`src/rtl/rsv_pkg.sv`:
```
package rsv_pkg;

  localparam int CFG_W     = 7;
  localparam int SLOT_W    = 6;
  localparam int SEEN_W    = 32;
  localparam int VAL_W     = 64;
  localparam int RND_W     = 32;
  localparam int DIV_STEPS = RND_W;

  localparam logic [CFG_W-1:0]  CFG_SIZE_RST = 7'd64;
  localparam logic [SEEN_W-1:0] SEEN_MAX     = 32'hFFFF_FFFF;

  localparam logic OP_OFFER = 1'b0;
  localparam logic OP_DRAIN = 1'b1;

  typedef struct packed {
    logic             opcode;
    logic [VAL_W-1:0] item_value;
    logic [RND_W-1:0] random_word;
  } in_req_t;

  typedef struct packed {
    logic [VAL_W-1:0]  sample_value;
    logic [SLOT_W-1:0] slot_index;
    logic              last_flag;
    logic              empty_flag;
  } out_req_t;

endpackage

```
`src/rtl/rsv_ram.sv`:
```
module rsv_ram #(
  parameter int WIDTH = 64,
  parameter int DEPTH = 64
) (
  input  logic                                     clk,
  input  logic                                     we,
  input  logic [((DEPTH > 1) ? $clog2(DEPTH) : 1)-1:0] waddr,
  input  logic [WIDTH-1:0]                         wdata,
  input  logic                                     re,
  input  logic [((DEPTH > 1) ? $clog2(DEPTH) : 1)-1:0] raddr,
  output logic [WIDTH-1:0]                         rdata
);

  logic [WIDTH-1:0] mem [DEPTH];
  logic [WIDTH-1:0] rdata_r;

  always_ff @(posedge clk) begin
    if (we) begin
      mem[waddr] <= wdata;
    end
    if (re) begin
      rdata_r <= mem[raddr];
    end
  end

  assign rdata = rdata_r;

endmodule

```
`src/rtl/rsv_divider.sv`:
```
module rsv_divider (
  input  logic                       clk,
  input  logic                       rst_n,
  input  logic                       start,
  input  logic [rsv_pkg::RND_W-1:0]  dividend,
  input  logic [rsv_pkg::RND_W:0]    divisor,
  output logic                       done,
  output logic [rsv_pkg::RND_W:0]    remainder
);

  import rsv_pkg::*;

  localparam int CNT_W = $clog2(DIV_STEPS);

  logic             busy_r, busy_nxt;
  logic             done_r, done_nxt;
  logic [CNT_W-1:0] cnt_r, cnt_nxt;
  logic [RND_W-1:0] quo_r, quo_nxt;
  logic [RND_W:0]   rem_r, rem_nxt;
  logic [RND_W:0]   den_r, den_nxt;
  logic [RND_W+1:0] trial;

  always_comb begin
    busy_nxt = busy_r;
    done_nxt = 1'b0;
    cnt_nxt  = cnt_r;
    quo_nxt  = quo_r;
    rem_nxt  = rem_r;
    den_nxt  = den_r;
    trial    = {rem_r, quo_r[RND_W-1]};
    if (start) begin
      busy_nxt = 1'b1;
      cnt_nxt  = CNT_W'(DIV_STEPS - 1);
      quo_nxt  = dividend;
      rem_nxt  = '0;
      den_nxt  = divisor;
    end else if (busy_r) begin
      if (trial >= {1'b0, den_r}) begin
        rem_nxt = (RND_W+1)'(trial - {1'b0, den_r});
      end else begin
        rem_nxt = trial[RND_W:0];
      end
      quo_nxt = {quo_r[RND_W-2:0], 1'b0};
      cnt_nxt = cnt_r - CNT_W'(1);
      if (cnt_r == '0) begin
        busy_nxt = 1'b0;
        done_nxt = 1'b1;
      end
    end
  end

  always_ff @(posedge clk) begin
    if (!rst_n) begin
      busy_r <= 1'b0;
      done_r <= 1'b0;
    end else begin
      busy_r <= busy_nxt;
      done_r <= done_nxt;
    end
    cnt_r <= cnt_nxt;
    quo_r <= quo_nxt;
    rem_r <= rem_nxt;
    den_r <= den_nxt;
  end

  assign done      = done_r;
  assign remainder = rem_r;

endmodule

```
`src/rtl/reservoir_sampler_unit.sv`:
```
// Offer while the reservoir fills: the item is written straight into the store. Offer after it is
// full: waits on the serial modulo unit (32 quotient-bit steps, plus start and write-back).
// Drain: each result passes the store's registered read port (S_RD, then S_LD); the last
// result sits in the output register while the next request is taken.
// Reset (synchronous, rst_n low) clears the seen count, sets reservoir_size to 64
// and empties the output register; slot contents are undefined until written.
module reservoir_sampler_unit #(
  parameter int MAX_SAMPLES = 64
) (
  input  logic                          clk,
  input  logic                          rst_n,
  input  logic                          in_valid,
  output logic                          in_stall,
  input  rsv_pkg::in_req_t              in_data,
  output logic                          out_valid,
  input  logic                          out_stall,
  output rsv_pkg::out_req_t             out_data,
  input  logic                          cfg_we,
  input  logic [rsv_pkg::CFG_W-1:0]     cfg_wdata
);

  import rsv_pkg::*;

  localparam int AW = (MAX_SAMPLES > 1) ? $clog2(MAX_SAMPLES) : 1;
  localparam logic [CFG_W-1:0] MAX_SZ = CFG_W'(MAX_SAMPLES);

  typedef enum logic [3:0] {
    S_IDLE = 4'b0001,
    S_DIV  = 4'b0010,
    S_RD   = 4'b0100,
    S_LD   = 4'b1000
  } state_t;

  state_t              state_r, state_nxt;
  logic [CFG_W-1:0]    size_r, size_nxt;
  logic [SEEN_W-1:0]   seen_r, seen_nxt;
  logic [VAL_W-1:0]    item_r, item_nxt;
  logic [SLOT_W-1:0]   k_r, k_nxt;
  logic [CFG_W-1:0]    n_r, n_nxt;
  logic                empty_r, empty_nxt;
  logic                out_valid_r, out_valid_nxt;
  out_req_t            out_r, out_nxt;

  logic [CFG_W-1:0]    eff;
  logic                fill;
  logic [SEEN_W-1:0]   seen_inc;
  logic                in_acc;
  logic                out_free;
  logic                last;
  logic                div_start;
  logic                div_done;
  logic [RND_W:0]      div_rem;
  logic                ram_we;
  logic [AW-1:0]       ram_waddr;
  logic [VAL_W-1:0]    ram_wdata;
  logic                ram_re;
  logic [VAL_W-1:0]    ram_rdata;

  always_comb begin
    if (size_r == '0) begin
      eff = CFG_W'(1);
    end else if (size_r > MAX_SZ) begin
      eff = MAX_SZ;
    end else begin
      eff = size_r;
    end
  end

  assign fill      = seen_r < SEEN_W'(eff);
  assign seen_inc  = (seen_r == SEEN_MAX) ? seen_r : seen_r + SEEN_W'(1);
  assign in_acc    = in_valid && (state_r == S_IDLE);
  assign out_free  = !out_valid_r || !out_stall;
  assign last      = empty_r || ((CFG_W'(k_r) + CFG_W'(1)) == n_r);
  assign div_start = in_acc && (in_data.opcode == OP_OFFER) && !fill;

  always_comb begin
    state_nxt     = state_r;
    size_nxt      = cfg_we ? cfg_wdata : size_r;
    seen_nxt      = seen_r;
    item_nxt      = item_r;
    k_nxt         = k_r;
    n_nxt         = n_r;
    empty_nxt     = empty_r;
    out_nxt       = out_r;
    out_valid_nxt = out_valid_r && out_stall;
    ram_we        = 1'b0;
    ram_waddr     = seen_r[AW-1:0];
    ram_wdata     = in_data.item_value;
    ram_re        = 1'b0;

    unique case (state_r)
      S_IDLE: begin
        if (in_acc) begin
          if (in_data.opcode == OP_OFFER) begin
            if (fill) begin
              ram_we   = 1'b1;
              seen_nxt = seen_inc;
            end else begin
              item_nxt  = in_data.item_value;
              state_nxt = S_DIV;
            end
          end else begin
            seen_nxt  = '0;
            k_nxt     = '0;
            n_nxt     = fill ? seen_r[CFG_W-1:0] : eff;
            empty_nxt = (seen_r == '0);
            state_nxt = (seen_r == '0) ? S_LD : S_RD;
          end
        end
      end
      S_DIV: begin
        if (div_done) begin
          ram_waddr = div_rem[AW-1:0];
          ram_wdata = item_r;
          ram_we    = div_rem < (RND_W+1)'(eff);
          seen_nxt  = seen_inc;
          state_nxt = S_IDLE;
        end
      end
      S_RD: begin
        ram_re    = 1'b1;
        state_nxt = S_LD;
      end
      S_LD: begin
        if (out_free) begin
          out_valid_nxt        = 1'b1;
          out_nxt.sample_value = empty_r ? '0 : ram_rdata;
          out_nxt.slot_index   = k_r;
          out_nxt.last_flag    = last;
          out_nxt.empty_flag   = empty_r;
          if (last) begin
            state_nxt = S_IDLE;
          end else begin
            k_nxt     = k_r + SLOT_W'(1);
            state_nxt = S_RD;
          end
        end
      end
      default: begin
        state_nxt = S_IDLE;
      end
    endcase
  end

  always_ff @(posedge clk) begin
    if (!rst_n) begin
      state_r     <= S_IDLE;
      size_r      <= CFG_SIZE_RST;
      seen_r      <= '0;
      out_valid_r <= 1'b0;
      empty_r     <= 1'b0;
    end else begin
      state_r     <= state_nxt;
      size_r      <= size_nxt;
      seen_r      <= seen_nxt;
      out_valid_r <= out_valid_nxt;
      empty_r     <= empty_nxt;
    end
    item_r <= item_nxt;
    k_r    <= k_nxt;
    n_r    <= n_nxt;
    out_r  <= out_nxt;
  end

  rsv_divider u_div (
    .clk       (clk),
    .rst_n     (rst_n),
    .start     (div_start),
    .dividend  (in_data.random_word),
    .divisor   ({1'b0, seen_r} + (RND_W+1)'(1)),
    .done      (div_done),
    .remainder (div_rem)
  );

  rsv_ram #(
    .WIDTH (VAL_W),
    .DEPTH (MAX_SAMPLES)
  ) u_store (
    .clk   (clk),
    .we    (ram_we),
    .waddr (ram_waddr),
    .wdata (ram_wdata),
    .re    (ram_re),
    .raddr (k_r[AW-1:0]),
    .rdata (ram_rdata)
  );

  assign in_stall  = (state_r != S_IDLE);
  assign out_valid = out_valid_r;
  assign out_data  = out_r;

endmodule

```
`config.mk`:
```
export PLATFORM = sky130hd
export DESIGN_NAME = reservoir_sampler_unit
export DESIGN_NICKNAME = d
export VERILOG_FILES = /design/src/rtl/rsv_pkg.sv /design/src/rtl/rsv_ram.sv /design/src/rtl/rsv_divider.sv /design/src/rtl/reservoir_sampler_unit.sv
export SDC_FILE = /design/constraint.sdc
export NUM_CORES = 2
export LEC_CHECK = 0
export BUFFER_PORTS_ARGS = -buffer_cell sky130_fd_sc_hd__buf_2
export CAP_MARGIN = 20
export CORE_MARGIN = 1.5
export CORE_UTILIZATION = 40
export DETAILED_ROUTE_END_ITERATION = 8
export PLACE_DENSITY = 0.65
export RECOVER_POWER = 25
export SETUP_SLACK_MARGIN = 0.2
export SYNTH_ARGS = -nofsm -noshare
export SYNTH_HDL_FRONTEND = slang
export SYNTH_HIERARCHICAL = 1
export SYNTH_SLANG_ARGS = --single-unit
```
`constraint.sdc`:
```
create_clock -name clk -period 9.25 [get_ports clk]
set_input_delay 1.3875 -clock clk [delete_from_list [all_inputs] [get_ports clk]]
set_output_delay 1.3875 -clock clk [all_outputs]
set_load 0.02 [all_outputs]
```
After elaboration in Yosys (flattened, before gate mapping). Memory sizes are Yosys's and may differ from the RTL's. A register that Yosys moved wholly into a read port is not among the register bits. Index checks and enable logic that the tools add are counted.

Word-level logic and storage cells: 112. Bits of input ports: 109. Memories kept: 1. Bits in registers: 299. Bits in writable memories: 4096.

Memory list: u_store.mem (depth 64, width 64, read ports 1, clocked after memory_dff 1, write ports 1, RTL line rsv_ram.sv:14) `logic [WIDTH-1:0] mem [DEPTH];`.

Equality and inequality tests: 14. Add/subtract/negate cells: 6. Reductions and logical operators: 22. Magnitude comparators: 4. Multiplexer cells: 43. Bitwise operators: 4.

Operators with widths (count): 2-to-1 mux 32 bit (7); 2-to-1 mux 64 bit (2); one-hot mux 32 bit (2 select lines) (1); 2-to-1 mux 6 bit (6); >= comparator 34 x 33 -> 1 bit (1); adder 32 x 1 -> 33 bit (second input constant) (1); less-than comparator 33 x 7 -> 1 bit (1); 2-to-1 mux 33 bit (1); subtractor 33 bit (1); adder 32 x 1 -> 32 bit (second input constant) (1); equality test 32 bit (second input constant) (1); zero test 32 bit (1); less-than comparator 32 x 7 -> 1 bit (1); 2-to-1 mux 4 bit (6); 2-to-1 mux 7 bit (3); one-hot mux 4 bit (4 select lines) (1); 2-to-1 mux 1 bit (13); one-hot mux 6 bit (2 select lines) (1); AND reduction 4 bit (3); != test 2 bit (second input constant) (4); adder 6 x 1 -> 7 bit (second input constant) (1); equality test 7 bit (1); > comparator 7 bit (second input constant) (1); zero test 7 bit (1); 21 further kinds (33).

Depth between registers and ports, before layout.
Depth in word-level cells: 10. Mapped depth: 14. Depth with buffers taken out: 13.

Hierarchy. The synthesis kept the hierarchy.

By module, submodules not included: rsv_ram (instances 1, cells each 6598, area each 156989.3 um^2); reservoir_sampler_unit (instances 1, cells each 728, area each 9263.9 um^2); rsv_divider (instances 1, cells each 608, area each 6027.0 um^2).

Worst setup path after synthesis. No wires, ideal clock.

Path kind: flip-flop to flip-flop. Start point: register state_r[2]. End point: register state_r[0]. Setup time: 0.134 ns. Cell stages (with the launch flop): 6. Arrival: 8.009 ns. Clock period less this slack: 8.144 ns. Buffers on the path: 0. Path slack: 1.106 ns. Cell sequence: dfxtp_1 -> nor4b_1 -> nor3_1 -> a21oi_1 -> nor2_1 -> or4_1.

Longest elaborated chain between the ends: 4. Elaborated cells between the ends (all ways): 11. Classes of those cells: eq/ne (8); mux (1); reduce/logical (2).

Ends and longest elaborated chain: from (decl) (RTL line reservoir_sampler_unit.sv:34) `state_t state_r, state_nxt;`; from (signal assigned) (RTL line reservoir_sampler_unit.sv:153) `state_r <= state_nxt;`; equality test 4 x 1 -> 1 bit (RTL line reservoir_sampler_unit.sv:71, reservoir_sampler_unit.sv:91); logical AND 1 bit (RTL line reservoir_sampler_unit.sv:71) `assign in_acc = in_valid && (state_r == S_IDLE);`; != test 2 bit (no line); AND reduction 4 bit (no line).

Parallel ways exist; a longest one is shown, timed or not. A chain may end at the register's enable or synchronous reset.

Final worst setup path.
Start point: register state_r[1]. End point: memory u_store.mem[5][47] (data pin).

Longest elaborated chain between the ends: 2.

Ends and longest elaborated chain: equality test 4 x 2 -> 1 bit (RTL line reservoir_sampler_unit.sv:91) `unique case (state_r)`; 2-to-1 mux 64 bit (RTL line reservoir_sampler_unit.sv:91); named net ram_wdata[47] (RTL line reservoir_sampler_unit.sv:55) `logic [VAL_W-1:0] ram_wdata;`; to (decl) (RTL line rsv_ram.sv:14).

The timed path passes the listed nets, and every way through them passes these cells.

==> flow_metrics.py <==
metrics = {
    "run_status": {
        "outcome": "finished, violations left",
        "failed_checks": "max-capacitance violations, max-slew violations",
    },
    "power_and_ir_drop": {
        "ir_drop_uv": 170,
        "leakagePower_nw": 60.1,
        "swShare_pct": 23.8,
        "internal_power_mw": 33.6,
        "finalPower_mw": 44.0,
        "p_seq_share_pct": 51.2,
        "p_switching_mw": 10.5,
        "powerDensity_nw_per_um2": 226,
        "p_comb_share_pct": 9.5,
        "clkPwrFrac_pct": 39.3,
    },
    "synthesis": {
        "yosysUniqueCellTypes": 96,
        "yosys_register_bits": 4459,
        "syn_inst": 7934,
        "synth_edf_count": 4374,
        "synthMuxAreaShare_pct": 14.9,
        "synth-adder-area-share_pct": 0.367,
        "synth-xor-area-share_pct": 0.352,
        "syn_avg_cell_area_um2": 21.7,
        "synth_simple_gate_area_share_pct": 2.52,
        "syn-cell-area_um2": 172000,
        "synth_compound_area_share_pct": 3.20,
        "synth_nets": 8093,
        "synth_top_family_by_area": "multiplexers",
        "seq_area_frac_synth_pct": 77.2,
        "yosys_warnings": 6,
        "async_flop_share_pct": 0,
        "ys.flop_type": "edfxtp_1",
    },
    "clocking": {
        "cts.repair.resized": 0,
        "clock_sink_count": 4459,
        "postCtsSetupBuffers": 0,
        "cts_buffers": 424,
        "root_buffer": "clkbuf_16",
        "postCtsHoldBufs": 0,
        "cts.reportedPaths.clkPinSlew_ns": 0.07,
        "clock_latency_ns": 1.03,
        "clockBufferDepth": 4,
        "cts_max_level": 5,
        "cts_tree": "yes",
    },
    "routing": {
        "top_layer": "met5",
        "wl_met3_mm": 51.6,
        "vias": 86400,
        "routed_via_density": 6.00,
        "drc": 0,
        "first_iter_violations": 12100,
        "wl_met2_mm": 214,
        "ant_nets": 0,
        "dr.pass1.iters": 6,
        "drt_wl_total_mm": 463,
        "wl_met1_mm": 181,
        "wl_per_cell_um": 32.1,
    },
    "sta": {
        "setup_viol": 0,
        "fin_ws_ns": 2.23,
        "skew_ns": 0.0949,
        "fmax_mhz": 142,
        "max-slew-margin-rel_pct": -191,
        "min_period_over_period_pct": 75.9,
        "hold_viol_final": 0,
        "worst_pin_slew_ns": 4.36,
        "rsz0062_at_grt": "false",
        "timing.setup.tns_ns": 0,
        "slew_violations": 2434,
        "period_needed_ns": 7.02,
    },
    "placed_design": {
        "portBuffers": 182,
        "place.gp.congestion": 0.845,
        "pre_cts_ws_ns": 2.86,
        "dp_hpwl_mm": 274,
    },
    "global_route": {
        "grt_pass1_wl_mm": 646,
        "grt_pass1_vias": 84400,
        "overflow": 0,
        "grt_max_degree": 123,
        "grt_usage_pct": 20.8,
        "antenna_found_initial": 33,
    },
    "layout": {
        "drive_gt1_share_pct": 24.6,
        "nets": 8504,
        "syn2layout_area_growth_pct": 13.0,
    },
    "run": {
        "max_cap_violations": 46,
    },
    "floorplan": {
        "die_w_um": 659,
        "die-area_um2": 435000,
        "fp.dieH_um": 659,
        "initial_core_util_pct": 40.3,
        "core_area_um2": 428000,
        "fp-row-count": 240,
        "io_pins": 183,
    },
    "worst_setup_path": {
        "endpoint_kind": "flop",
        "worstPathArrival_ns": 7.18,
        "cp-start-kind": "flop",
        "crit_required_ns": 9.41,
        "crit_fanout": 63,
        "crit_type": "reg2reg",
    },
    "hold_path": {
        "hp-class": "reg2reg",
    },
}
stage by stage:
| stage | instance area (um2) | cells | hold WS, ns | utilization (%) |
|---|---|---|---|---|
| 2_1_floorplan | 172000 | 7934 | 0.458 | - |
| 3_3_place_gp | 181000 | 13600 | 0.470 | 42.3 |
| 3_5_place_dp | 181000 | 13600 | 0.500 | 42.3 |
| 4_1_cts | 195000 | 14400 | 0.502 | 45.6 |
| 5_1_grt | 195000 | 14400 | 0.545 | 45.5 |
| 6_report | 195000 | 14400 | 0.505 | 45.5 |
cells by family (layout without fill, tap and decap cells):
logic type,after synthesis,in the layout
DFF,4459,4459
buffers and inverters,519,1289
AOI/OAI and AO/OA,739,739
xor gates and xnor gates,66,66
other,0,15
and+or+nand+nor,821,821
adders and majority gates,50,50
muxes,1280,1280
Yosys cell counts, types with 39 or more instances:
| library cell | n | area share [%] |
|---|---|---|
| a211oi_1 | 66 | 0.29 |
| a21oi_1 | 69 | 0.20 |
| a22o_1 | 89 | 0.45 |
| a22oi_1 | 168 | 0.73 |
| and3_1 | 71 | 0.26 |
| buf_2 | 187 | 0.54 |
| clkbuf_1 | 182 | 0.40 |
| dfxtp_1 | 85 | 0.99 |
| edfxtp_1 | 4374 | 76 |
| ha_1 | 49 | 0.36 |
| inv_1 | 83 | 0.18 |
| mux2_2 | 104 | 0.68 |
| mux2i_1 | 152 | 0.88 |
| mux4_2 | 1024 | 13 |
| nand2_1 | 163 | 0.36 |
| nand3_1 | 78 | 0.23 |
| nor2_1 | 186 | 0.41 |
| nor2b_1 | 101 | 0.37 |
| o221ai_1 | 39 | 0.20 |
| o22ai_1 | 86 | 0.31 |
| xnor2_1 | 47 | 0.24 |
flip-flops by register name, summed over array words and instances (netlist names):
name	count
u_store/mem	4096
out_data	72
item_r	64
u_store/rdata	64
u_div/den_r	33
u_div/remainder	33
seen_r	32
u_div/quo_r	32
n_r	7
size_r	7
k_r	6
u_div/cnt_r	5
state_r	4
empty_r	1
out_valid	1
u_div/busy_r	1
u_div/done	1
placed cells by master, fill, tap and decap left out, types with 64 or more instances in the layout:
master	n
mux2i_1	152
clkinv_1	86
nor2_4	65
mux2_2	68
clkbuf_16	426
nand2_1	160
a22o_1	89
clkinv_2	87
nor2b_1	97
nor2_1	122
and3_1	72
clkbuf_1	226
dfxtp_1	84
a21oi_1	69
edfxtp_1	4374
mux4_2	1024
inv_1	82
o22ai_1	86
a22oi_1	168
a211oi_1	64
buf_4	173
nand3_1	80
buf_2	67
power groups by stage:
stage / Sequential (mW) / Combinational, mW / Clock (mW)
5_1_grt: 22.6 / 4.40 / 18.3
2_1_floorplan: 22.9 / 2.67 / 0
6_report: 22.5 / 4.17 / 17.3
3_3_place_gp: 22.9 / 4.08 / 0
4_1_cts: 22.5 / 4.14 / 17.5
3_5_place_dp: 23.0 / 4.13 / 0
path summary, 6_finish.rpt:
kind	depth (start not counted)	startpoint	slack [ns]	to
setup / recovery	4	state_r[1]	2.23	u_store/mem[5][47]
hold / removal	2	u_div/remainder[13]	0.50	u_div/remainder[13]
setup reg to reg	4	state_r[1]	2.23	u_store/mem[5][47]
hold reg to reg	2	u_div/remainder[13]	0.50	u_div/remainder[13]
area by class of cell:
| class | instances | area [um2] |
|---|---|---|
| antenna | 15 | 37.5 |
| clock buffer | 511 | 11000 |
| clock inverter | 274 | 2820 |
| fill | 35000 | 233000 |
| inverter | 84 | 317 |
| multi-input combinational | 2956 | 37400 |
| sequential | 4459 | 133000 |
| tap | 5687 | 7120 |
| timing repair buffer | 420 | 2900 |
critical path, cell delays in order (launching register included):
cell and delay (ns):
dfxtp_1 0.40, nor4b_1 0.39, nand2_1 1.22, mux2_1 1.02, clkbuf_1 2.99
metal layers:
metal / up-vias / track usage (%)
met5: - / 0
li1: 34300 / -
met2: 5063 / 32.3
met4: 8 / 6.59
met3: 669 / 4.26
met1: 46300 / 29.6
Note: power is estimated with default switching activity, not from simulation.
